$ cat src/rtl/ip5t_pkg.sv
`default_nettype none

package ip5t_pkg;

  // Layer kind found at the first IP byte
  localparam logic [1:0] VK_UNKNOWN = 2'd0;
  localparam logic [1:0] VK_IPV4    = 2'd1;
  localparam logic [1:0] VK_IPV6    = 2'd2;
  localparam logic [1:0] VK_OTHER   = 2'd3;

  localparam logic [3:0] IP_VERSION_4 = 4'd4;
  localparam logic [3:0] IP_VERSION_6 = 4'd6;

  localparam logic [7:0] PROTO_ICMP   = 8'd1;
  localparam logic [7:0] PROTO_TCP    = 8'd6;
  localparam logic [7:0] PROTO_UDP    = 8'd17;
  localparam logic [7:0] PROTO_ICMPV6 = 8'd58;

  localparam logic [1:0] KIND_TCP    = 2'd0;
  localparam logic [1:0] KIND_UDP    = 2'd1;
  localparam logic [1:0] KIND_ICMP   = 2'd2;
  localparam logic [1:0] KIND_ICMPV6 = 2'd3;

  localparam logic [6:0] IPV4_BASE_LEN  = 7'd20;
  localparam logic [6:0] IPV6_HDR_LEN   = 7'd40;
  localparam logic [6:0] IPV6_PORTS_END = 7'd44;
  localparam logic [6:0] PORTS_LEN      = 7'd4;

  localparam logic [15:0] OFFSET_MAX = 16'hFFFF;
  localparam logic [7:0]  LINK_HEADER_RESET = 8'd14;

  typedef struct packed {
    logic [7:0]  data_byte;
    logic        last_byte;
    logic [15:0] wire_length;
  } in_item_t;

  typedef struct packed {
    logic        accepted;
    logic        is_ipv6;
    logic [1:0]  protocol_kind;
    logic [15:0] source_port;
    logic [15:0] destination_port;
    logic [63:0] src_address_high;
    logic [63:0] src_address_low;
    logic [63:0] dst_address_high;
    logic [63:0] dst_address_low;
    logic [15:0] packet_length;
  } result_t;

  function automatic logic [1:0] decode_version(input logic [3:0] nibble);
    logic [1:0] vk;
    if (nibble == IP_VERSION_4) begin
      vk = VK_IPV4;
    end else if (nibble == IP_VERSION_6) begin
      vk = VK_IPV6;
    end else begin
      vk = VK_OTHER;
    end
    return vk;
  endfunction

endpackage

`default_nettype wire

$ cat src/rtl/ip_five_tuple_parser_core.sv
// IP five-tuple header parser.
// Input channel (in_valid / in_stall): one byte of a captured frame per item,
// in wire order; last_byte marks the final byte, and wire_length is sampled
// with it. The first link_header_bytes bytes are skipped; the IP version
// nibble then selects IPv4 (IHL locates the ports) or IPv6 (fixed 40-byte
// header, no extension-header walk).
// Output channel (out_valid / out_stall): exactly one item per frame, made
// on its last byte: accepted, family, protocol kind, ports, raw addresses
// and packet length. A rejected or truncated frame gives an all-zero item.
// Configuration: cfg_write_enable / cfg_write_data load link_header_bytes
// (reset value 14); write it only between frames.
// Path: a last byte is held in the input register, then the parse logic writes
// its result into the result register that drives the output ports.
// Throughput: one byte per cycle while in_stall is low; the per-byte work is
// an offset compare and a byte capture into the frame registers.
// Reset (rst, synchronous): clears the frame state, both valid flags and
// restores link_header_bytes to 14.
// Stall: bytes that are not last keep flowing into the frame state; a last
// byte waits in the input register while the result register is full and
// stalled, and in_stall is raised until the result register frees up.
`default_nettype none

module ip_five_tuple_parser_core (
  input  wire logic        clk,
  input  wire logic        rst,
  input  wire logic        cfg_write_enable,
  input  wire logic [7:0]  cfg_write_data,
  input  wire logic        in_valid,
  output logic             in_stall,
  input  wire logic [7:0]  data_byte,
  input  wire logic        last_byte,
  input  wire logic [15:0] wire_length,
  output logic             out_valid,
  input  wire logic        out_stall,
  output logic             accepted,
  output logic             is_ipv6,
  output logic [1:0]       protocol_kind,
  output logic [15:0]      source_port,
  output logic [15:0]      destination_port,
  output logic [63:0]      src_address_high,
  output logic [63:0]      src_address_low,
  output logic [63:0]      dst_address_high,
  output logic [63:0]      dst_address_low,
  output logic [15:0]      packet_length
);
  import ip5t_pkg::*;

  logic [7:0] link_header_bytes;
  in_item_t   in_item;
  in_item_t   held_item;
  logic       held_valid;
  logic       advance;
  logic       out_free;
  logic       emit;
  result_t    parse_result;
  result_t    out_item;

  assign in_item.data_byte   = data_byte;
  assign in_item.last_byte   = last_byte;
  assign in_item.wire_length = wire_length;

  // A held byte moves on unless it closes a frame and the result slot is busy
  assign advance = held_valid && (!held_item.last_byte || out_free);
  assign emit    = advance && held_item.last_byte;

  ip5t_link_cfg u_cfg (
    .clk               (clk),
    .rst               (rst),
    .cfg_write_enable  (cfg_write_enable),
    .cfg_write_data    (cfg_write_data),
    .link_header_bytes (link_header_bytes)
  );

  ip5t_in_reg u_in (
    .clk        (clk),
    .rst        (rst),
    .in_valid   (in_valid),
    .in_stall   (in_stall),
    .in_item    (in_item),
    .advance    (advance),
    .held_valid (held_valid),
    .held_item  (held_item)
  );

  ip5t_parse u_parse (
    .clk               (clk),
    .rst               (rst),
    .link_header_bytes (link_header_bytes),
    .step              (advance),
    .item              (held_item),
    .result            (parse_result)
  );

  ip5t_out_reg u_out (
    .clk       (clk),
    .rst       (rst),
    .load      (emit),
    .load_item (parse_result),
    .free      (out_free),
    .out_valid (out_valid),
    .out_stall (out_stall),
    .out_item  (out_item)
  );

  assign accepted         = out_item.accepted;
  assign is_ipv6          = out_item.is_ipv6;
  assign protocol_kind    = out_item.protocol_kind;
  assign source_port      = out_item.source_port;
  assign destination_port = out_item.destination_port;
  assign src_address_high = out_item.src_address_high;
  assign src_address_low  = out_item.src_address_low;
  assign dst_address_high = out_item.dst_address_high;
  assign dst_address_low  = out_item.dst_address_low;
  assign packet_length    = out_item.packet_length;

endmodule

`default_nettype wire

$ cat src/rtl/ip5t_in_reg.sv
`default_nettype none

module ip5t_in_reg (
  input  wire logic              clk,
  input  wire logic              rst,
  input  wire logic              in_valid,
  output logic                   in_stall,
  input  wire ip5t_pkg::in_item_t in_item,
  input  wire logic              advance,
  output logic                   held_valid,
  output ip5t_pkg::in_item_t     held_item
);
  import ip5t_pkg::*;

  assign in_stall = held_valid && !advance;

  always_ff @(posedge clk) begin
    if (rst) begin
      held_valid <= 1'b0;
    end else if (in_valid && !in_stall) begin
      held_valid <= 1'b1;
    end else if (advance) begin
      held_valid <= 1'b0;
    end
  end

  always_ff @(posedge clk) begin
    if (in_valid && !in_stall) begin
      held_item <= in_item;
    end
  end

endmodule

`default_nettype wire

$ cat src/rtl/ip5t_parse.sv
`default_nettype none

module ip5t_parse (
  input  wire logic               clk,
  input  wire logic               rst,
  input  wire logic [7:0]         link_header_bytes,
  input  wire logic               step,
  input  wire ip5t_pkg::in_item_t item,
  output ip5t_pkg::result_t       result
);
  import ip5t_pkg::*;

  logic [15:0] byte_offset, byte_offset_next;
  logic [1:0]  version_kind, version_kind_next;
  logic [3:0]  ipv4_header_words, ipv4_header_words_next;
  logic [7:0]  protocol_byte, protocol_byte_next;
  logic [63:0] src_high, src_high_next, src_low, src_low_next;
  logic [63:0] dst_high, dst_high_next, dst_low, dst_low_next;
  logic [15:0] source_port_reg, source_port_next;
  logic [15:0] destination_port_reg, destination_port_next;

  logic        in_hdr;
  logic [15:0] rel;
  logic [15:0] rel_port;
  logic [5:0]  port_base;
  logic        port_hit;
  logic [1:0]  port_k;
  logic [7:0]  b;
  logic [6:0]  need;
  logic [6:0]  ports_end;
  logic [1:0]  kind;
  logic        ok;
  logic        have_ok;

  assign b      = item.data_byte;
  assign in_hdr = byte_offset >= {8'd0, link_header_bytes};
  assign rel    = byte_offset - {8'd0, link_header_bytes};

  // Frame state update for one byte
  always_comb begin
    version_kind_next      = version_kind;
    ipv4_header_words_next = ipv4_header_words;
    protocol_byte_next     = protocol_byte;
    src_high_next          = src_high;
    src_low_next           = src_low;
    dst_high_next          = dst_high;
    dst_low_next           = dst_low;
    source_port_next       = source_port_reg;
    destination_port_next  = destination_port_reg;
    port_hit               = 1'b0;
    port_k                 = 2'd0;

    if (in_hdr && rel == 16'd0) begin
      version_kind_next      = decode_version(b[7:4]);
      ipv4_header_words_next = b[3:0];
    end

    port_base = {ipv4_header_words_next, 2'b00};
    rel_port  = rel - {10'd0, port_base};

    if (in_hdr && version_kind_next == VK_IPV4) begin
      if (rel == 16'd9) protocol_byte_next = b;
      if (rel >= 16'd12 && rel <= 16'd15) src_low_next = {32'd0, src_low[23:0], b};
      if (rel >= 16'd16 && rel <= 16'd19) dst_low_next = {32'd0, dst_low[23:0], b};
      if (rel >= {10'd0, port_base} && rel_port < 16'd4) begin
        port_hit = 1'b1;
        port_k   = rel_port[1:0];
      end
    end else if (in_hdr && version_kind_next == VK_IPV6) begin
      if (rel == 16'd6) protocol_byte_next = b;
      if (rel >= 16'd8  && rel <= 16'd15) src_high_next = {src_high[55:0], b};
      if (rel >= 16'd16 && rel <= 16'd23) src_low_next  = {src_low[55:0], b};
      if (rel >= 16'd24 && rel <= 16'd31) dst_high_next = {dst_high[55:0], b};
      if (rel >= 16'd32 && rel <= 16'd39) dst_low_next  = {dst_low[55:0], b};
      if (rel >= 16'd40 && rel <= 16'd43) begin
        port_hit = 1'b1;
        port_k   = rel[1:0];
      end
    end

    if (port_hit) begin
      if (!port_k[1]) begin
        source_port_next = {source_port_reg[7:0], b};
      end else begin
        destination_port_next = {destination_port_reg[7:0], b};
      end
    end

    byte_offset_next = (byte_offset < OFFSET_MAX) ? byte_offset + 16'd1 : byte_offset;
  end

  // Verdict on the state after this byte
  always_comb begin
    ok        = 1'b0;
    kind      = KIND_TCP;
    need      = 7'd0;
    ports_end = {1'b0, ipv4_header_words_next, 2'b00} + PORTS_LEN;

    if (version_kind_next == VK_IPV4) begin
      ok = 1'b1;
      case (protocol_byte_next)
        PROTO_TCP:  begin kind = KIND_TCP;  need = ports_end;     end
        PROTO_UDP:  begin kind = KIND_UDP;  need = ports_end;     end
        PROTO_ICMP: begin kind = KIND_ICMP; need = IPV4_BASE_LEN; end
        default:    ok = 1'b0;
      endcase
      if (need < IPV4_BASE_LEN) need = IPV4_BASE_LEN;
    end else if (version_kind_next == VK_IPV6) begin
      ok = 1'b1;
      case (protocol_byte_next)
        PROTO_TCP:    begin kind = KIND_TCP;    need = IPV6_PORTS_END; end
        PROTO_UDP:    begin kind = KIND_UDP;    need = IPV6_PORTS_END; end
        PROTO_ICMPV6: begin kind = KIND_ICMPV6; need = IPV6_HDR_LEN;   end
        default:      ok = 1'b0;
      endcase
    end

    // bytes seen = rel + 1; need is at least 20 whenever ok is set
    have_ok = in_hdr && (rel >= {9'd0, need - 7'd1});

    result = '0;
    if (ok && have_ok) begin
      result.accepted         = 1'b1;
      result.is_ipv6          = (version_kind_next == VK_IPV6);
      result.protocol_kind    = kind;
      result.source_port      = kind[1] ? 16'd0 : source_port_next;
      result.destination_port = kind[1] ? 16'd0 : destination_port_next;
      result.src_address_high = src_high_next;
      result.src_address_low  = src_low_next;
      result.dst_address_high = dst_high_next;
      result.dst_address_low  = dst_low_next;
      result.packet_length    = item.wire_length;
    end
  end

  always_ff @(posedge clk) begin
    if (rst || (step && item.last_byte)) begin
      byte_offset          <= '0;
      version_kind         <= VK_UNKNOWN;
      ipv4_header_words    <= '0;
      protocol_byte        <= '0;
      src_high             <= '0;
      src_low              <= '0;
      dst_high             <= '0;
      dst_low              <= '0;
      source_port_reg      <= '0;
      destination_port_reg <= '0;
    end else if (step) begin
      byte_offset          <= byte_offset_next;
      version_kind         <= version_kind_next;
      ipv4_header_words    <= ipv4_header_words_next;
      protocol_byte        <= protocol_byte_next;
      src_high             <= src_high_next;
      src_low              <= src_low_next;
      dst_high             <= dst_high_next;
      dst_low              <= dst_low_next;
      source_port_reg      <= source_port_next;
      destination_port_reg <= destination_port_next;
    end
  end

endmodule

`default_nettype wire

$ cat src/rtl/ip5t_out_reg.sv
`default_nettype none

module ip5t_out_reg (
  input  wire logic              clk,
  input  wire logic              rst,
  input  wire logic              load,
  input  wire ip5t_pkg::result_t load_item,
  output logic                   free,
  output logic                   out_valid,
  input  wire logic              out_stall,
  output ip5t_pkg::result_t      out_item
);
  import ip5t_pkg::*;

  assign free = !out_valid || !out_stall;

  always_ff @(posedge clk) begin
    if (rst) begin
      out_valid <= 1'b0;
    end else if (load) begin
      out_valid <= 1'b1;
    end else if (!out_stall) begin
      out_valid <= 1'b0;
    end
  end

  always_ff @(posedge clk) begin
    if (load) begin
      out_item <= load_item;
    end
  end

endmodule

`default_nettype wire

$ cat src/rtl/ip5t_five_tuple_parser_core_placeholder.sv
`default_nettype none

// Link header length register: reset to the Ethernet header size, written
// from the configuration port.
module ip5t_link_cfg (
  input  wire logic       clk,
  input  wire logic       rst,
  input  wire logic       cfg_write_enable,
  input  wire logic [7:0] cfg_write_data,
  output logic [7:0]      link_header_bytes
);
  import ip5t_pkg::*;

  always_ff @(posedge clk) begin
    if (rst) begin
      link_header_bytes <= LINK_HEADER_RESET;
    end else if (cfg_write_enable) begin
      link_header_bytes <= cfg_write_data;
    end
  end

endmodule

`default_nettype wire

$ cat config.mk
export PLATFORM = sky130hd
export DESIGN_NAME = ip_five_tuple_parser_core
export DESIGN_NICKNAME = d
export VERILOG_FILES = /design/src/rtl/ip5t_pkg.sv /design/src/rtl/ip_five_tuple_parser_core.sv /design/src/rtl/ip5t_in_reg.sv /design/src/rtl/ip5t_parse.sv /design/src/rtl/ip5t_out_reg.sv /design/src/rtl/ip5t_five_tuple_parser_core_placeholder.sv
export SDC_FILE = /design/constraint.sdc
export NUM_CORES = 1
export LEC_CHECK = 0
export ABC_AREA = 1
export BUFFER_PORTS_ARGS = -buffer_cell sky130_fd_sc_hd__buf_2
export CAP_MARGIN = 0
export CORE_UTILIZATION = 60
export DETAILED_ROUTE_END_ITERATION = 16
export GPL_TIMING_DRIVEN = 0
export MAX_ROUTING_LAYER = met4
export PLACE_DENSITY = 0.82
export SETUP_SLACK_MARGIN = 0.4
export SYNTH_ARGS = -nofsm -noshare
export SYNTH_HDL_FRONTEND = slang
export SYNTH_SLANG_ARGS = --single-unit
$ cat constraint.sdc
create_clock -name clk -period 8.6 [get_ports clk]
set_input_delay 0.86 -clock clk [delete_from_list [all_inputs] [get_ports clk]]
set_output_delay 0.86 -clock clk [all_outputs]
set_load 0.03 [all_outputs]
==> results.sh <==
export IMPL_port_buffer_count=347
export IMPL_setup_worst_path_end_class="flip-flop"
export IMPL_setup_viol_count_final=0
export IMPL_final_common_cell="sky130_fd_sc_hd__inv_1"
export IMPL_number_of_warning_messages_in_the_yosys_log=0
export IMPL_syn_inst=4113
export IMPL_worstRegToRegCells=42
export IMPL_timing_slew_headroom_pct=21.8
export IMPL_cts_max_level=3
export IMPL_timing_final_crit_share_pct=82.8
export IMPL_detail_route_antenna_nets=0
export IMPL_routabilityCongestion=0.977
export IMPL_global_router_s_overall_resource_usage_pct=32.3
export IMPL_worst_setup_path_startpoint="u_parse.byte_offset[0]"
export IMPL_finalWirelength_um=92300
export IMPL_drv_cap=0
export IMPL_grt_first_pass_wirelength_um=143000
export IMPL_timing_critical_path_from_type="flip-flop"
export IMPL_synth_area_top_cells="sky130_fd_sc_hd__edfxtp_1 29%, sky130_fd_sc_hd__dfxtp_1 19%, sky130_fd_sc_hd__inv_1 11%, sky130_fd_sc_hd__o21ai_0 7.6%, sky130_fd_sc_hd__nor2_4 6.7%"
export IMPL_cts_max_path_buffers=3
export IMPL_finish_net_count=4595
export IMPL_post_cts_buffers=0
export IMPL_most_frequent_cells_in_the_layout="982 x sky130_fd_sc_hd__inv_1, 519 x sky130_fd_sc_hd__o21ai_0, 481 x sky130_fd_sc_hd__nand2_1"
export IMPL_achievable_frequency_mhz=140
export IMPL_drt_pass1_iterations=8
export IMPL_critPathCapture="u_out.out_item[78]"
export IMPL_max_slew_worst_pin_slew_ps=1170
export IMPL_p_per_area_nw_per_um2=184
export IMPL_grt_max_degree=129
export IMPL_site_row_count=87
export IMPL_insertion_delay_ps=640
export IMPL_post_drt_via_cell_ratio=5.44
export IMPL_core_region_area_um2=56400
export IMPL_synth_seq_area_share_pct=48.4
export IMPL_crit_buf_inv=8
export IMPL_largest_register_ffs=308
export IMPL_post_cts_resize_count=0
export IMPL_power_static_leakage_uw=0.0163
export IMPL_cts_root_buf="sky130_fd_sc_hd__clkbuf_16"
export IMPL_hold_violations=0
export IMPL_share_of_layout_cells_above_drive_strength_1_pct=17.2
export IMPL_maximum_vdd_ir_drop_mv=0.180
export IMPL_mappedNetlistNets=4173
export IMPL_yosys_register_bits=661
export IMPL_mappedNetlistArea_um2=34200
export IMPL_tritoncts="yes"
export IMPL_worst_clock_skew_ps=24.6
export IMPL_dr_first_iter_drc_count=3154
export IMPL_setup_tns_ps=0
export IMPL_grt_antenna_before_repair=5
export IMPL_report_power_total_uw=7230
export IMPL_status="complete, no violations"
export IMPL_numClockSinks=661
export IMPL_cp_slowest_cell="sky130_fd_sc_hd__fa_1"
export IMPL_areaGrowthSynthToFinish_pct=14.7
export IMPL_pin_count=348
export IMPL_yosys_cell_types_count=54
export IMPL_arrival_ps=7480
export IMPL_clk_pin_slew_worst_paths_ps=60
export IMPL_drv_slew=0
export IMPL_min_delay_path_class="primary input to flip-flop"
export IMPL_first_global_vias=27200
export IMPL_cpMostUsedCell="sky130_fd_sc_hd__nand2_1"
export IMPL_cts_buffers_inserted=70
export IMPL_worst_ep_required_time_ps=8950
export IMPL_design_die_area_um2=58000
export IMPL_post_dp_hpwl_um=65700
export IMPL_post_cts_hold_buffer_count=0
export IMPL_timing_final_crit_period_ps=7120
export IMPL_postSynthAreaPerCell_um2=8.32
export IMPL_floorplan_die_width_um=241
export IMPL_start_util_pct=60.7
export IMPL_rrSetupSlack_ps=1480
export IMPL_critical_path_max_fanout=10
export IMPL_critical_path_reg2reg_endpoint="u_out.out_item[78]"
export IMPL_route_vias_total=29200
export IMPL_grt_overflow_total=0
export IMPL_drc_errors=0
export IMPL_largest_register="u_out.out_item"
export IMPL_crit_path_max_incr_delay_ps=440
export IMPL_worstSetupPathType="flip-flop to flip-flop"
export IMPL_chipHeight_um=241
export IMPL_timing_rr_start="u_parse.byte_offset[0]"
export IMPL_detail_route_wl_per_cell_um=17.2
export IMPL_post_synth_top_area_cell="sky130_fd_sc_hd__edfxtp_1"
export IMPL_total_number_of_cells_along_the_worst_setup_path=42
export IMPL_yosysTopAreaCellShare_pct=29.2
export IMPL_path_delay_family="simple AND/OR/NAND/NOR gates"
export IMPL_rsz0062_at_grt="false"
[routing by layer]
metal | part of all wire [%] | wire (µm) | GRT usage (%) | vias up
met5 | 0 | 0 | - | -
met4 | 4.0 | 3690 | 13.7 | 0
met3 | 7.5 | 6970 | 4.50 | 239
met2 | 48 | 43900 | 51.3 | 1285
met1 | 41 | 37700 | 41.6 | 13700
li1 | - | - | - | 13900
[synth_stat cells (all sizes together)]
master,n
a2111oi,1
a211oi,66
a21o,1
a21oi,361
a221oi,1
a31oi,1
buf,58
clkbuf,182
clkinv,2
dfxtp,328
edfxtp,333
fa,1
ha,21
inv,1000
nand2,495
nand3,47
nand3b,2
nand4,33
nor2,454
nor3,16
nor3b,36
nor4,9
nor4b,1
o2111ai,1
o211ai,93
o21a,2
o21ai,552
o21bai,1
o32ai,1
o41ai,1
or2,2
xnor2,4
xor2,7
[logic make-up (layout without fill, tap and decap cells)]
family | after synthesis | in the layout | synth area share [%]
and+or+nand+nor | 1095 | 1095 | 18.4
adders and majority gates | 22 | 22 | 0.827
AOI/OAI and AO/OA | 1082 | 1082 | 17.2
DFF | 661 | 661 | 48.4
buffers and inverters | 1242 | 1722 | 14.9
xor gates and xnor gates | 11 | 11 | 0.325
other | 0 | 9 | 0
[layout make-up]
class / count / area, µm²
fill: 4532 / 17100
sequential: 661 / 16600
multi-input combinational: 2210 / 12600
inverter: 1002 / 3770
clock buffer: 84 / 1820
timing repair buffer: 350 / 1810
buffer: 240 / 1330
tap: 756 / 946
clock inverter: 46 / 422
antenna: 9 / 22.5
[worst min-delay path by stage]
stage | cells after the start | startpoint | endpoint
floorplan | 2 | u_cfg.link_header_bytes[7] | u_cfg.link_header_bytes[7]
global placement | 2 | u_cfg.link_header_bytes[5] | u_cfg.link_header_bytes[5]
detailed placement | 2 | u_cfg.link_header_bytes[5] | u_cfg.link_header_bytes[5]
CTS | 1 | wire_length[5] | u_in.held_item[5]
global route | 1 | wire_length[15] | u_in.held_item[15]
finish | 1 | wire_length[5] | u_in.held_item[5]
[stage by stage]
stage | instance area (µm²) | hold slack [ps] | setup WS, ps | instances | utilization (%)
after floorplan | 34200 | 435 | 690 | 4113 | -
after global placement | 36900 | 466 | -2110 | 5216 | 65.4
after detailed placement | 37000 | 471 | 1620 | 5219 | 65.6
after CTS | 39200 | 382 | 1590 | 5349 | 69.6
after global routing | 39200 | 398 | 863 | 5355 | 69.6
final | 39300 | 404 | 1480 | 5358 | 69.6
[where the power goes]
| part | internal, µW | total (µW) | leakage [µW] | switching [µW] |
|---|---|---|---|---|
| logic | 202 | 722 | 0.00943 | 520 |
| registers | 3430 | 3500 | 0.00576 | 74.4 |
| clock network | 1690 | 3000 | 0.00110 | 1310 |
| total | 5320 | 7230 | 0.0163 | 1910 |
Note: power is estimated with default switching activity, not from simulation.
